--- src/sv/pwmr_pkg.sv ---
`default_nettype none
package pwmr_pkg;

   // channel count and field widths
   localparam int CHANNELS    = 2;
   localparam int CH_W        = 1;
   localparam int DUTY_W      = 16;
   localparam int FACTOR_W    = 16;
   localparam int FRAC_BITS   = 12;

   // button debounce window
   localparam int CNT_W                    = 3;
   localparam logic [CNT_W-1:0] WINDOW_TICKS    = CNT_W'(6);
   localparam logic [CNT_W-1:0] PRESS_THRESHOLD = CNT_W'(3);

   // item codes
   localparam logic OP_TICK  = 1'b0;
   localparam logic OP_SETUP = 1'b1;

   // derived widths of the sweep datapath
   localparam int PROD_W = DUTY_W + FACTOR_W;
   localparam int UP_W   = PROD_W - FRAC_BITS;
   localparam int DVD_W  = DUTY_W + FRAC_BITS;
   localparam int STEP_W = $clog2(DVD_W + 1);

   typedef logic [DUTY_W-1:0]          duty_type;
   typedef logic signed [FACTOR_W-1:0] factor_type;

   // direction flip; the most negative factor saturates to the most positive
   function automatic factor_type negate_factor(input factor_type f);
      factor_type r;
      if (f == {1'b1, {(FACTOR_W-1){1'b0}}}) begin
         r = {1'b0, {(FACTOR_W-1){1'b1}}};
      end else begin
         r = -f;
      end
      return r;
   endfunction

endpackage
`default_nettype wire

--- src/sv/pwm_exponential_ramp_with_buttons_top.sv ---
`default_nettype none
// Two-channel exponential PWM duty sweeper with two debounced active-low
// buttons acting on channel 0. A set-up item loads one channel's limits and
// signed Q4.12 factor and answers from ST_DONE. A tick item debounces the
// buttons, then sweeps each channel in turn through one shared datapath: a
// rising channel takes one registered 16x16 multiply, a falling channel runs
// a 28-step restoring divider one quotient bit per cycle, a stopped channel
// is skipped in ST_SELECT. One item is in work at a time; a finished result
// waits in the output register while the next item is taken.
module pwm_exponential_ramp_with_buttons_top (
   input  wire                          clock,
   input  wire                          reset,
   input  wire                          req_valid,
   output logic                         req_stall,
   input  wire                          req_opcode,
   input  wire  [pwmr_pkg::CH_W-1:0]    req_channel,
   input  wire  [pwmr_pkg::DUTY_W-1:0]  req_start_limit,
   input  wire  [pwmr_pkg::DUTY_W-1:0]  req_end_limit,
   input  wire  signed [pwmr_pkg::FACTOR_W-1:0] req_ramp_factor,
   input  wire                          req_down_button_low,
   input  wire                          req_up_button_low,
   output logic                         rsp_valid,
   input  wire                          rsp_stall,
   output logic [pwmr_pkg::DUTY_W-1:0]  rsp_duty_first,
   output logic [pwmr_pkg::DUTY_W-1:0]  rsp_duty_second,
   output logic                         rsp_first_sweeping,
   output logic                         rsp_second_sweeping
);
   import pwmr_pkg::*;

   typedef enum logic [2:0] {
      ST_IDLE,
      ST_SELECT,
      ST_MUL,
      ST_DIV,
      ST_DIV_END,
      ST_DONE
   } state_type;

   state_type state_ff, state_in;

   duty_type   duty_ff   [CHANNELS];
   duty_type   duty_in   [CHANNELS];
   factor_type factor_ff [CHANNELS];
   factor_type factor_in [CHANNELS];
   duty_type   lower_ff  [CHANNELS];
   duty_type   lower_in  [CHANNELS];
   duty_type   upper_ff  [CHANNELS];
   duty_type   upper_in  [CHANNELS];

   logic [CNT_W-1:0] window_ff, window_in;
   logic [CNT_W-1:0] up_cnt_ff, up_cnt_in;
   logic [CNT_W-1:0] dn_cnt_ff, dn_cnt_in;
   logic             up_held_ff, up_held_in;
   logic             dn_held_ff, dn_held_in;

   logic [CH_W-1:0]   ch_ff, ch_in;
   logic [PROD_W-1:0] prod_ff, prod_in;
   logic [DVD_W-1:0]  dvd_ff, dvd_in;
   logic [DUTY_W-1:0] rem_ff, rem_in;
   logic [DUTY_W-1:0] mag_ff, mag_in;
   logic [STEP_W-1:0] step_ff, step_in;

   logic              rsp_valid_ff, rsp_valid_in;
   duty_type          rsp_first_ff, rsp_first_in;
   duty_type          rsp_second_ff, rsp_second_in;
   logic              rsp_fsw_ff, rsp_fsw_in;
   logic              rsp_ssw_ff, rsp_ssw_in;

   logic              req_xfer;
   logic              out_free;

   // debounce counts after this tick's samples
   logic [CNT_W-1:0] win_next;
   logic [CNT_W-1:0] up_next;
   logic [CNT_W-1:0] dn_next;
   logic             win_close;
   logic             dn_press;
   logic             up_press;
   duty_type         btn_duty;

   // sweep candidates for the current channel
   duty_type          cur_duty;
   factor_type        cur_factor;
   logic [UP_W-1:0]   up_raw;
   logic [UP_W-1:0]   up_val;
   logic              up_clamp;
   duty_type          dn_sat;
   duty_type          dn_val;
   logic              dn_clamp;
   logic [DUTY_W:0]   div_shift;
   logic              div_bit;
   logic              last_ch;

   assign req_xfer = req_valid && !req_stall;
   assign out_free = !rsp_valid_ff || !rsp_stall;
   assign req_stall = (state_ff != ST_IDLE);

   assign win_next  = window_ff + CNT_W'(1);
   assign up_next   = up_cnt_ff + CNT_W'(!req_up_button_low);
   assign dn_next   = dn_cnt_ff + CNT_W'(!req_down_button_low);
   assign win_close = (win_next >= WINDOW_TICKS);
   assign dn_press  = win_close && (dn_next > PRESS_THRESHOLD);
   assign up_press  = win_close && (up_next > PRESS_THRESHOLD);

   // button effect on channel 0: halve first, then double
   always_comb begin
      btn_duty = duty_ff[0];
      if (dn_press && !dn_held_ff) begin
         btn_duty = btn_duty >> 1;
      end
      if (up_press && !up_held_ff && !btn_duty[DUTY_W-1]) begin
         btn_duty = (btn_duty == '0) ? DUTY_W'(1) : (btn_duty << 1);
      end
   end

   assign cur_duty   = duty_ff[ch_ff];
   assign cur_factor = factor_ff[ch_ff];
   assign last_ch    = (ch_ff == CH_W'(CHANNELS - 1));

   // rising step: truncated product, at least one up, clamp at upper limit
   assign up_raw   = prod_ff[PROD_W-1:FRAC_BITS];
   assign up_val   = (up_raw == UP_W'(cur_duty)) ? up_raw + UP_W'(1) : up_raw;
   assign up_clamp = (up_val >= UP_W'(upper_ff[ch_ff]));

   // falling step: saturated quotient, at least one down, clamp at lower limit
   assign dn_sat   = (|dvd_ff[DVD_W-1:DUTY_W]) ? {DUTY_W{1'b1}} : dvd_ff[DUTY_W-1:0];
   assign dn_val   = ((dn_sat == cur_duty) && (dn_sat != '0)) ? dn_sat - DUTY_W'(1) : dn_sat;
   assign dn_clamp = (dn_val <= lower_ff[ch_ff]);

   // one restoring divide step
   assign div_shift = {rem_ff, dvd_ff[DVD_W-1]};
   assign div_bit   = (div_shift >= {1'b0, mag_ff});

   // sequencer and datapath next values
   always_comb begin
      state_in   = state_ff;
      duty_in    = duty_ff;
      factor_in  = factor_ff;
      lower_in   = lower_ff;
      upper_in   = upper_ff;
      window_in  = window_ff;
      up_cnt_in  = up_cnt_ff;
      dn_cnt_in  = dn_cnt_ff;
      up_held_in = up_held_ff;
      dn_held_in = dn_held_ff;
      ch_in      = ch_ff;
      prod_in    = prod_ff;
      dvd_in     = dvd_ff;
      rem_in     = rem_ff;
      mag_in     = mag_ff;
      step_in    = step_ff;
      rsp_valid_in  = rsp_valid_ff && rsp_stall;
      rsp_first_in  = rsp_first_ff;
      rsp_second_in = rsp_second_ff;
      rsp_fsw_in    = rsp_fsw_ff;
      rsp_ssw_in    = rsp_ssw_ff;

      unique case (state_ff)
         ST_IDLE: begin
            if (req_xfer) begin
               if (req_opcode == OP_SETUP) begin
                  if (int'(req_channel) < CHANNELS) begin
                     duty_in[req_channel]   = req_start_limit;
                     lower_in[req_channel]  = req_start_limit;
                     upper_in[req_channel]  = req_end_limit;
                     factor_in[req_channel] = req_ramp_factor;
                  end
                  state_in = ST_DONE;
               end else begin
                  window_in = win_next;
                  up_cnt_in = up_next;
                  dn_cnt_in = dn_next;
                  if (win_close) begin
                     duty_in[0] = btn_duty;
                     if (dn_press) begin
                        dn_held_in   = 1'b1;
                        factor_in[0] = '0;
                     end else begin
                        dn_held_in = 1'b0;
                     end
                     if (up_press) begin
                        if (!up_held_ff) begin
                           up_held_in   = 1'b1;
                           factor_in[0] = '0;
                        end
                     end else begin
                        up_held_in = 1'b0;
                     end
                     window_in = '0;
                     up_cnt_in = '0;
                     dn_cnt_in = '0;
                  end
                  ch_in    = '0;
                  state_in = ST_SELECT;
               end
            end
         end

         ST_SELECT: begin
            if (cur_factor == '0) begin
               if (last_ch) begin
                  state_in = ST_DONE;
               end else begin
                  ch_in = ch_ff + CH_W'(1);
               end
            end else if (!cur_factor[FACTOR_W-1]) begin
               prod_in  = PROD_W'(cur_duty) * PROD_W'(unsigned'(cur_factor));
               state_in = ST_MUL;
            end else begin
               dvd_in   = {cur_duty, {FRAC_BITS{1'b0}}};
               rem_in   = '0;
               mag_in   = unsigned'(-cur_factor);
               step_in  = '0;
               state_in = ST_DIV;
            end
         end

         ST_MUL: begin
            if (up_clamp) begin
               duty_in[ch_ff]   = upper_ff[ch_ff];
               factor_in[ch_ff] = negate_factor(cur_factor);
            end else begin
               duty_in[ch_ff] = up_val[DUTY_W-1:0];
            end
            if (last_ch) begin
               state_in = ST_DONE;
            end else begin
               ch_in    = ch_ff + CH_W'(1);
               state_in = ST_SELECT;
            end
         end

         ST_DIV: begin
            rem_in  = div_bit ? DUTY_W'(div_shift - {1'b0, mag_ff})
                              : div_shift[DUTY_W-1:0];
            dvd_in  = {dvd_ff[DVD_W-2:0], div_bit};
            step_in = step_ff + STEP_W'(1);
            if (step_ff == STEP_W'(DVD_W - 1)) begin
               state_in = ST_DIV_END;
            end
         end

         ST_DIV_END: begin
            if (dn_clamp) begin
               duty_in[ch_ff]   = lower_ff[ch_ff];
               factor_in[ch_ff] = negate_factor(cur_factor);
            end else begin
               duty_in[ch_ff] = dn_val;
            end
            if (last_ch) begin
               state_in = ST_DONE;
            end else begin
               ch_in    = ch_ff + CH_W'(1);
               state_in = ST_SELECT;
            end
         end

         ST_DONE: begin
            if (out_free) begin
               rsp_valid_in  = 1'b1;
               rsp_first_in  = duty_ff[0];
               rsp_fsw_in    = (factor_ff[0] != '0);
               rsp_second_in = (CHANNELS > 1) ? duty_ff[CHANNELS-1] : '0;
               rsp_ssw_in    = (CHANNELS > 1) ? (factor_ff[CHANNELS-1] != '0) : 1'b0;
               state_in      = ST_IDLE;
            end
         end

         default: begin
            state_in = ST_IDLE;
         end
      endcase
   end

   // state, channel stores and registered result
   always_ff @(posedge clock) begin
      if (reset) begin
         state_ff     <= ST_IDLE;
         duty_ff      <= '{default: '0};
         factor_ff    <= '{default: '0};
         lower_ff     <= '{default: '0};
         upper_ff     <= '{default: '0};
         window_ff    <= '0;
         up_cnt_ff    <= '0;
         dn_cnt_ff    <= '0;
         up_held_ff   <= 1'b0;
         dn_held_ff   <= 1'b0;
         ch_ff        <= '0;
         step_ff      <= '0;
         rsp_valid_ff <= 1'b0;
      end else begin
         state_ff     <= state_in;
         duty_ff      <= duty_in;
         factor_ff    <= factor_in;
         lower_ff     <= lower_in;
         upper_ff     <= upper_in;
         window_ff    <= window_in;
         up_cnt_ff    <= up_cnt_in;
         dn_cnt_ff    <= dn_cnt_in;
         up_held_ff   <= up_held_in;
         dn_held_ff   <= dn_held_in;
         ch_ff        <= ch_in;
         step_ff      <= step_in;
         rsp_valid_ff <= rsp_valid_in;
      end
      prod_ff       <= prod_in;
      dvd_ff        <= dvd_in;
      rem_ff        <= rem_in;
      mag_ff        <= mag_in;
      rsp_first_ff  <= rsp_first_in;
      rsp_second_ff <= rsp_second_in;
      rsp_fsw_ff    <= rsp_fsw_in;
      rsp_ssw_ff    <= rsp_ssw_in;
   end

   assign rsp_valid           = rsp_valid_ff;
   assign rsp_duty_first      = rsp_first_ff;
   assign rsp_duty_second     = rsp_second_ff;
   assign rsp_first_sweeping  = rsp_fsw_ff;
   assign rsp_second_sweeping = rsp_ssw_ff;

endmodule
`default_nettype wire
--- config.mk ---
export PLATFORM = sky130hd
export DESIGN_NAME = pwm_exponential_ramp_with_buttons_top
export DESIGN_NICKNAME = d
export VERILOG_FILES = /design/src/sv/pwmr_pkg.sv /design/src/sv/pwm_exponential_ramp_with_buttons_top.sv
export SDC_FILE = /design/constraint.sdc
export NUM_CORES = 1
export LEC_CHECK = 0
export ABC_AREA = 1
export BUFFER_PORTS_ARGS = -buffer_cell sky130_fd_sc_hd__clkbuf_2
export CAP_MARGIN = 20
export CORE_UTILIZATION = 55
export CTS_CLUSTER_DIAMETER = 30
export CTS_CLUSTER_SIZE = 8
export DETAILED_ROUTE_END_ITERATION = 16
export MAX_ROUTING_LAYER = met4
export PLACE_DENSITY = 0.72
export SLEW_MARGIN = 20
export SYNTH_ARGS = -nofsm -noshare
export SYNTH_HDL_FRONTEND = slang
export SYNTH_SLANG_ARGS = --single-unit
--- constraint.sdc ---
create_clock -name clock -period 8.1 [get_ports clock]
set_clock_uncertainty 0.2 [all_clocks]
set_input_delay 1.62 -clock clock [delete_from_list [all_inputs] [get_ports clock]]
set_output_delay 1.62 -clock clock [all_outputs]
set_load 0.01 [all_outputs]
==> results of run 1 <==
[worst max-delay path by stage]
stage / startpoint / to / slack [ns] / cells after the start
final: ch_ff / prod_ff[27] / 0.61 / 26
after global routing: ch_ff / prod_ff[26] / 0.21 / 27
after CTS: ch_ff / prod_ff[27] / 0.73 / 26
after detailed placement: ch_ff / prod_ff[27] / 0.75 / 26
after global placement: ch_ff / prod_ff[28] / 0.88 / 27
after floorplan: ch_ff / prod_ff[27] / 1.36 / 32
[registers in the layout, summed over array words and instances, names as in the netlist]
register	flops
rsp_duty_first	16
ch_ff	1
lower_ff	32
mag_ff	16
up_cnt_ff	3
rem_ff	16
window_ff	3
rsp_duty_second	16
factor_ff	32
prod_ff	20
dn_held_ff	1
rsp_first_sweeping	1
state_ff	3
rsp_second_sweeping	1
step_ff	5
duty_ff	32
dn_cnt_ff	3
upper_ff	32
rsp_valid	1
up_held_ff	1
dvd_ff	28
[layout make-up]
class / count / area (µm²) / share of cell area
Multi-Input combinational cell: 2337 / 15500 / 0.558
Inverter: 509 / 1910 / 0.0691
Tap cell: 585 / 732 / 0.0264
Timing Repair Buffer: 150 / 898 / 0.0324
Sequential cell: 263 / 6410 / 0.231
Clock inverter: 45 / 664 / 0.0240
Clock buffer: 70 / 1610 / 0.0582
Antenna cell: 4 / 10.0 / 0.000361
[layer usage]
| layer | global-route usage | share of wire | up-vias |
|---|---|---|---|
| met5 | - | 0 | - |
| met4 | 0.182 | 0.048 | 0 |
| met3 | 0.0978 | 0.12 | 268 |
| met2 | 0.562 | 0.43 | 1285 |
| met1 | 0.510 | 0.41 | 10900 |
| li1 | - | - | 10600 |
[logic make-up (layout without fill, tap and decap cells)]
logic type | Yosys count | count (layout) | share of synthesized area
compound gates | 554 | 554 | 0.128
flops | 263 | 263 | 0.263
fa+ha+maj | 354 | 354 | 0.242
other cells | 0 | 4 | 0
buf+inv | 642 | 774 | 0.104
xor+xnor | 70 | 70 | 0.0252
mux | 23 | 23 | 0.00945
simple gates | 1336 | 1336 | 0.229
[where the power goes]
group / total (mW) / internal (mW) / switching [mW]
clock: 2.72 / 1.90 / 0.825
sequential: 2.12 / 1.79 / 0.329
combinational: 4.70 / 1.42 / 3.28
[cell usage after synthesis, types with 6 or more instances]
library cell	n
a211oi_1	10
a21oi_1	195
a221oi_1	6
a22oi_1	29
a31oi_1	6
buf_2	21
buf_6	8
clkbuf_1	94
dfxtp_1	149
edfxtp_1	114
fa_1	194
ha_1	160
inv_1	483
inv_2	21
mux2i_1	23
nand2_1	715
nand2_2	6
nand3_1	129
nand4_1	42
nor2_1	364
nor2_2	6
nor3_1	22
nor4_1	13
o21ai_0	219
o21ai_1	36
o21ai_2	14
or2_2	13
xnor2_1	14
xor2_1	56
[metrics by stage]
step,setup WS (ns),power [mW]
floorplan,1.36,5.08
global placement,0.879,6.55
detailed placement,0.752,6.64
CTS,0.734,9.40
global route,0.211,10.1
finish,0.606,9.54
[worst max-delay path: cells and delay by family, from the launching register on]
family	cells	cell delay [ns]
adders and majority gates	7	3.51
xor gates and xnor gates	1	0.13
AOI/OAI and AO/OA	4	0.83
DFF	1	0.85
and+or+nand+nor	7	0.65
buffers and inverters	7	1.07
==> flow_metrics.env, run 1 <==
export IMPL_synth_edff_count=114
export IMPL_area_growth_pct=13.7
export IMPL_mostFrequentLayoutCell="nand2_1"
export IMPL_gp_congestion=1.02
export IMPL_vias_per_cell=5.81
export IMPL_rsz0062_at_grt="false"
export IMPL_drtAntennaViolNets=0
export IMPL_grt_max_degree=59
export IMPL_hp_start="duty_ff[27]"
export IMPL_period_share=0.925
export IMPL_grt_remaining_overflow=0
export IMPL_maxCapViolCount=0
export IMPL_fin_hold_ws_ns=0.253
export IMPL_regToRegEndpoint="prod_ff[27]"
export IMPL_synth_largest_area_cell="fa_1"
export IMPL_cp_arrival_ns=7.67
export IMPL_ys_ff_latch=263
export IMPL_avgRoutedWirePerCell_um=21.0
export IMPL_num_rows=76
export IMPL_vdd_ir_drop_max_uv=213
export IMPL_period_needed_ns=7.49
export IMPL_globalRouteTotalUtil=0.389
export IMPL_synth_area_top_cells="fa_1, edfxtp_1, dfxtp_1, nand2_1, ha_1"
export IMPL_whs_path_depth=0
export IMPL_worst_pin_slew_ns=1.03
export IMPL_place_inst=3844
export IMPL_synth_avg_cell_area_um2=7.51
export IMPL_syn_num_nets=3652
export IMPL_grt_pass1_wl_um=129000
export IMPL_hold_class="reg -> reg"
export IMPL_crit_top_cell="inv_1"
export IMPL_die_area_um2=45100
export IMPL_drive_gt1_frac=0.102
export IMPL_io_pins=92
export IMPL_timing_slew_headroom=0.306
export IMPL_synth_top_area_frac=0.159
export IMPL_fillers=3828
export IMPL_wirelength_um=83300
export IMPL_drc=0
export IMPL_cts_setup_buffers=0
export IMPL_first_pass_iters=6
export IMPL_clock_latency_ns=0.63
export IMPL_syn_area_um2=24400
export IMPL_regToRegStartpoint="ch_ff"
export IMPL_cts_sinks=263
export IMPL_antenna_found_initial=4
export IMPL_design_area_um2=27700
export IMPL_drtIter0Drc=2747
export IMPL_critPathKind="reg -> reg"
export IMPL_grt_pass1_vias=22300
export IMPL_ys_warnings_count=0
export IMPL_cts_tree="done"
export IMPL_num_vias=23000
export IMPL_start_kind="flip-flop"
export IMPL_clk_pin_slew_worst_paths_ns=0.05
export IMPL_power_density_nw_per_um2=344
export IMPL_hold_buffers=0
export IMPL_htreeDepth=2
export IMPL_cts_root_buf="clkbuf_16"
export IMPL_fp_dieW_um=212
export IMPL_outcome="finished, final reports clean"
export IMPL_dpl_hpwl_um=64000
export IMPL_ys_types=64
export IMPL_hold_viol_final=0
export IMPL_async_flop_share=0
export IMPL_ys_seq_area_frac=0.263
export IMPL_layout_common_cells="nand2_1, inv_1, nor2_1"
export IMPL_portBuffers=91
export IMPL_drv_slew=0
export IMPL_slowest_stage="dfxtp_4"
export IMPL_placed_cell_area_um2=25400
export IMPL_fmax_ghz=0.133
export IMPL_fin_setup_tns_ns=0
export IMPL_crit_required_ns=8.27
export IMPL_r2r_slack_ns=0.61
export IMPL_fin_cells=3963
export IMPL_cpPeakStageDelay_ns=0.85
export IMPL_start_util=0.562
export IMPL_hold_end="rsp_duty_first[11]"
export IMPL_cp_max_fo=56
export IMPL_final_nets=3732
export IMPL_die_h_um=212
export IMPL_ys_flop_type="dfxtp_1"
export IMPL_clockBufferDepth=3
export IMPL_reg2reg_depth=26
export IMPL_core_area_um2=43400
export IMPL_cts_buffers=61
export IMPL_setup_viol=0
export IMPL_end_kind="flip-flop"
export IMPL_cts_resized=0
export IMPL_syn_inst=3242
export IMPL_fin_util=0.639
export IMPL_p_leak_nw=12.9
Note: power is estimated with default switching activity, not from simulation.
==> run 2: changes to the inputs <==
Settings changed: CORE_ASPECT_RATIO from default to 0.6.
==> run 2 against run 1 <==
Net effect: clock power down 17%; non-clock buffer count grew 2; critical endpoint is now prod_ff[30]; final cell count down 0.58%; first-iteration DRC count rose by 18%; sequential share of layout area rose by 0.35 points; global-route usage grew 2.2 points; worst setup slack got worse by 0.022 ns; fmax shrank 0.29%; routed wire length is 7.3% higher; critical path type unchanged.
==> flow_metrics.env, run 2 (synthesis results as in run 1) <==
export IMPL_regToRegStartpoint="ch_ff"
export IMPL_place_inst=3840
export IMPL_layout_common_cells="nand2_1, inv_1, nor2_1"
export IMPL_num_vias=23300
export IMPL_io_pins=92
export IMPL_cp_arrival_ns=7.62
export IMPL_core_area_um2=43500
export IMPL_wirelength_um=89400
export IMPL_grt_pass1_vias=21800
export IMPL_crit_required_ns=8.21
export IMPL_num_rows=59
export IMPL_drt_met1_wl_um=38800
export IMPL_p_clk_frac=0.248
export IMPL_pwr_share_seq=0.233
export IMPL_avgRoutedWirePerCell_um=22.7
export IMPL_antenna_found_initial=3
export IMPL_die_h_um=165
export IMPL_hold_class="reg -> reg"
export IMPL_grt_pass1_wl_um=134000
export IMPL_p_leak_nw=12.7
export IMPL_hp_start="lower_ff[17]"
export IMPL_cts_root_buf="clkbuf_16"
export IMPL_clockBufferDepth=3
export IMPL_drc=0
export IMPL_swShare=0.482
export IMPL_drv_slew=0
export IMPL_cts_buffers=53
export IMPL_hold_viol_final=0
export IMPL_vias_per_cell=5.92
export IMPL_gp_congestion=1.06
export IMPL_drtAntennaViolNets=0
export IMPL_grt_max_degree=93
export IMPL_reg2reg_depth=26
export IMPL_comb_power_share=0.518
export IMPL_regToRegEndpoint="prod_ff[30]"
export IMPL_r2r_slack_ns=0.58
export IMPL_period_needed_ns=7.52
export IMPL_setup_viol=0
export IMPL_netSwitchingPower_mw=4.37
export IMPL_dpl_hpwl_um=69700
export IMPL_routed_top_layer="met4"
export IMPL_maxCapViolCount=0
export IMPL_globalRouteTotalUtil=0.411
export IMPL_area_growth_pct=12.0
export IMPL_route_met3_wl_um=13000
export IMPL_period_share=0.928
export IMPL_clock_latency_ns=0.58
export IMPL_final_nets=3726
export IMPL_end_kind="flip-flop"
export IMPL_worst_pin_slew_ns=1.17
export IMPL_p_int_mw=4.70
export IMPL_portBuffers=91
export IMPL_start_kind="flip-flop"
export IMPL_fmax_ghz=0.133
export IMPL_mostFrequentLayoutCell="nand2_1"
export IMPL_start_util=0.560
export IMPL_fin_cells=3940
export IMPL_drive_gt1_frac=0.0971
export IMPL_fp_dieW_um=274
export IMPL_outcome="finished, final reports clean"
export IMPL_whs_path_depth=2
export IMPL_rsz0062_at_grt="false"
export IMPL_cts_tree="done"
export IMPL_critPathKind="reg -> reg"
export IMPL_grt_remaining_overflow=0
export IMPL_cts_setup_buffers=0
export IMPL_vdd_ir_drop_max_uv=240
export IMPL_power_density_nw_per_um2=332
export IMPL_drtIter0Drc=3253
export IMPL_cts_resized=0
export IMPL_timing_slew_headroom=0.215
export IMPL_cts_sinks=263
export IMPL_hold_buffers=0
export IMPL_cp_max_fo=51
export IMPL_wl_met2_um=35400
export IMPL_fin_setup_tns_ns=0
export IMPL_first_pass_iters=9
export IMPL_htreeDepth=2
export IMPL_hold_end="lower_ff[17]"
export IMPL_clk_pin_slew_worst_paths_ns=0.05
export IMPL_die_area_um2=45200
-- run 2: worst max-delay path by stage --
stage	from	end	slack [ns]	cells past startpoint
after floorplan	ch_ff	prod_ff[27]	1.36	32
after global placement	ch_ff	prod_ff[26]	0.90	26
after detailed placement	ch_ff	prod_ff[30]	0.73	26
after CTS	ch_ff	prod_ff[30]	0.68	26
after global routing	ch_ff	prod_ff[30]	0.21	26
final	ch_ff	prod_ff[30]	0.58	26
-- run 2: routing by layer --
metal | track usage | up-vias
li1 | - | 10600
met1 | 0.589 | 11200
met2 | 0.539 | 1424
met3 | 0.155 | 143
met4 | 0.0896 | 0
met5 | - | -
-- run 2: final cells by class --
| class | count | area (µm²) |
|---|---|---|
| fill | 3887 | 16200 |
| multi-input combinational | 2337 | 15500 |
| sequential | 263 | 6410 |
| inverter | 509 | 1910 |
| clock buffer | 77 | 1570 |
| timing repair buffer | 152 | 926 |
| tap | 579 | 724 |
| clock inverter | 20 | 265 |
| antenna | 3 | 7.51 |
-- run 2: per-stage QoR --
stage,cell area [µm²],power [mW],setup WS (ns),utilization,hold slack [ns]
2_1_floorplan,24400,5.08,1.36,-,0.230
3_3_place_gp,25400,6.53,0.901,0.585,0.247
3_5_place_dp,25400,6.63,0.726,0.585,0.247
4_1_cts,27300,8.91,0.676,0.627,0.256
5_1_grt,27300,9.61,0.212,0.627,0.278
6_report,27300,9.07,0.584,0.627,0.257
-- run 2: critical path, cell delays in order, from the launching register on --
cell     delay, ns
dfxtp_4       0.44
buf_12        0.23
o21ai_2       0.72
inv_1         0.41
nor2_1        0.24
fa_1          0.43
inv_1         0.09
fa_1          0.42
fa_1          0.50
fa_1          0.49
inv_1         0.05
fa_1          0.50
fa_1          0.49
ha_1          0.41
nand2_1       0.11
nor2_1        0.17
nand4_1       0.12
o21ai_2       0.32
nand2_1       0.09
nand2_1       0.10
nand4_1       0.09
nand2_1       0.12
nand4_1       0.09
nand2_1       0.16
nand2_1       0.09
nand2_1       0.08
xor2_1        0.06
-- run 2: power groups by stage --
stage	logic, mW	registers (mW)	clock network [mW]
final	4.70	2.12	2.25
after global routing	5.15	2.13	2.33
after CTS	4.55	2.10	2.26
after detailed placement	4.51	2.12	0
after global placement	4.42	2.11	0
after floorplan	3.12	1.96	0
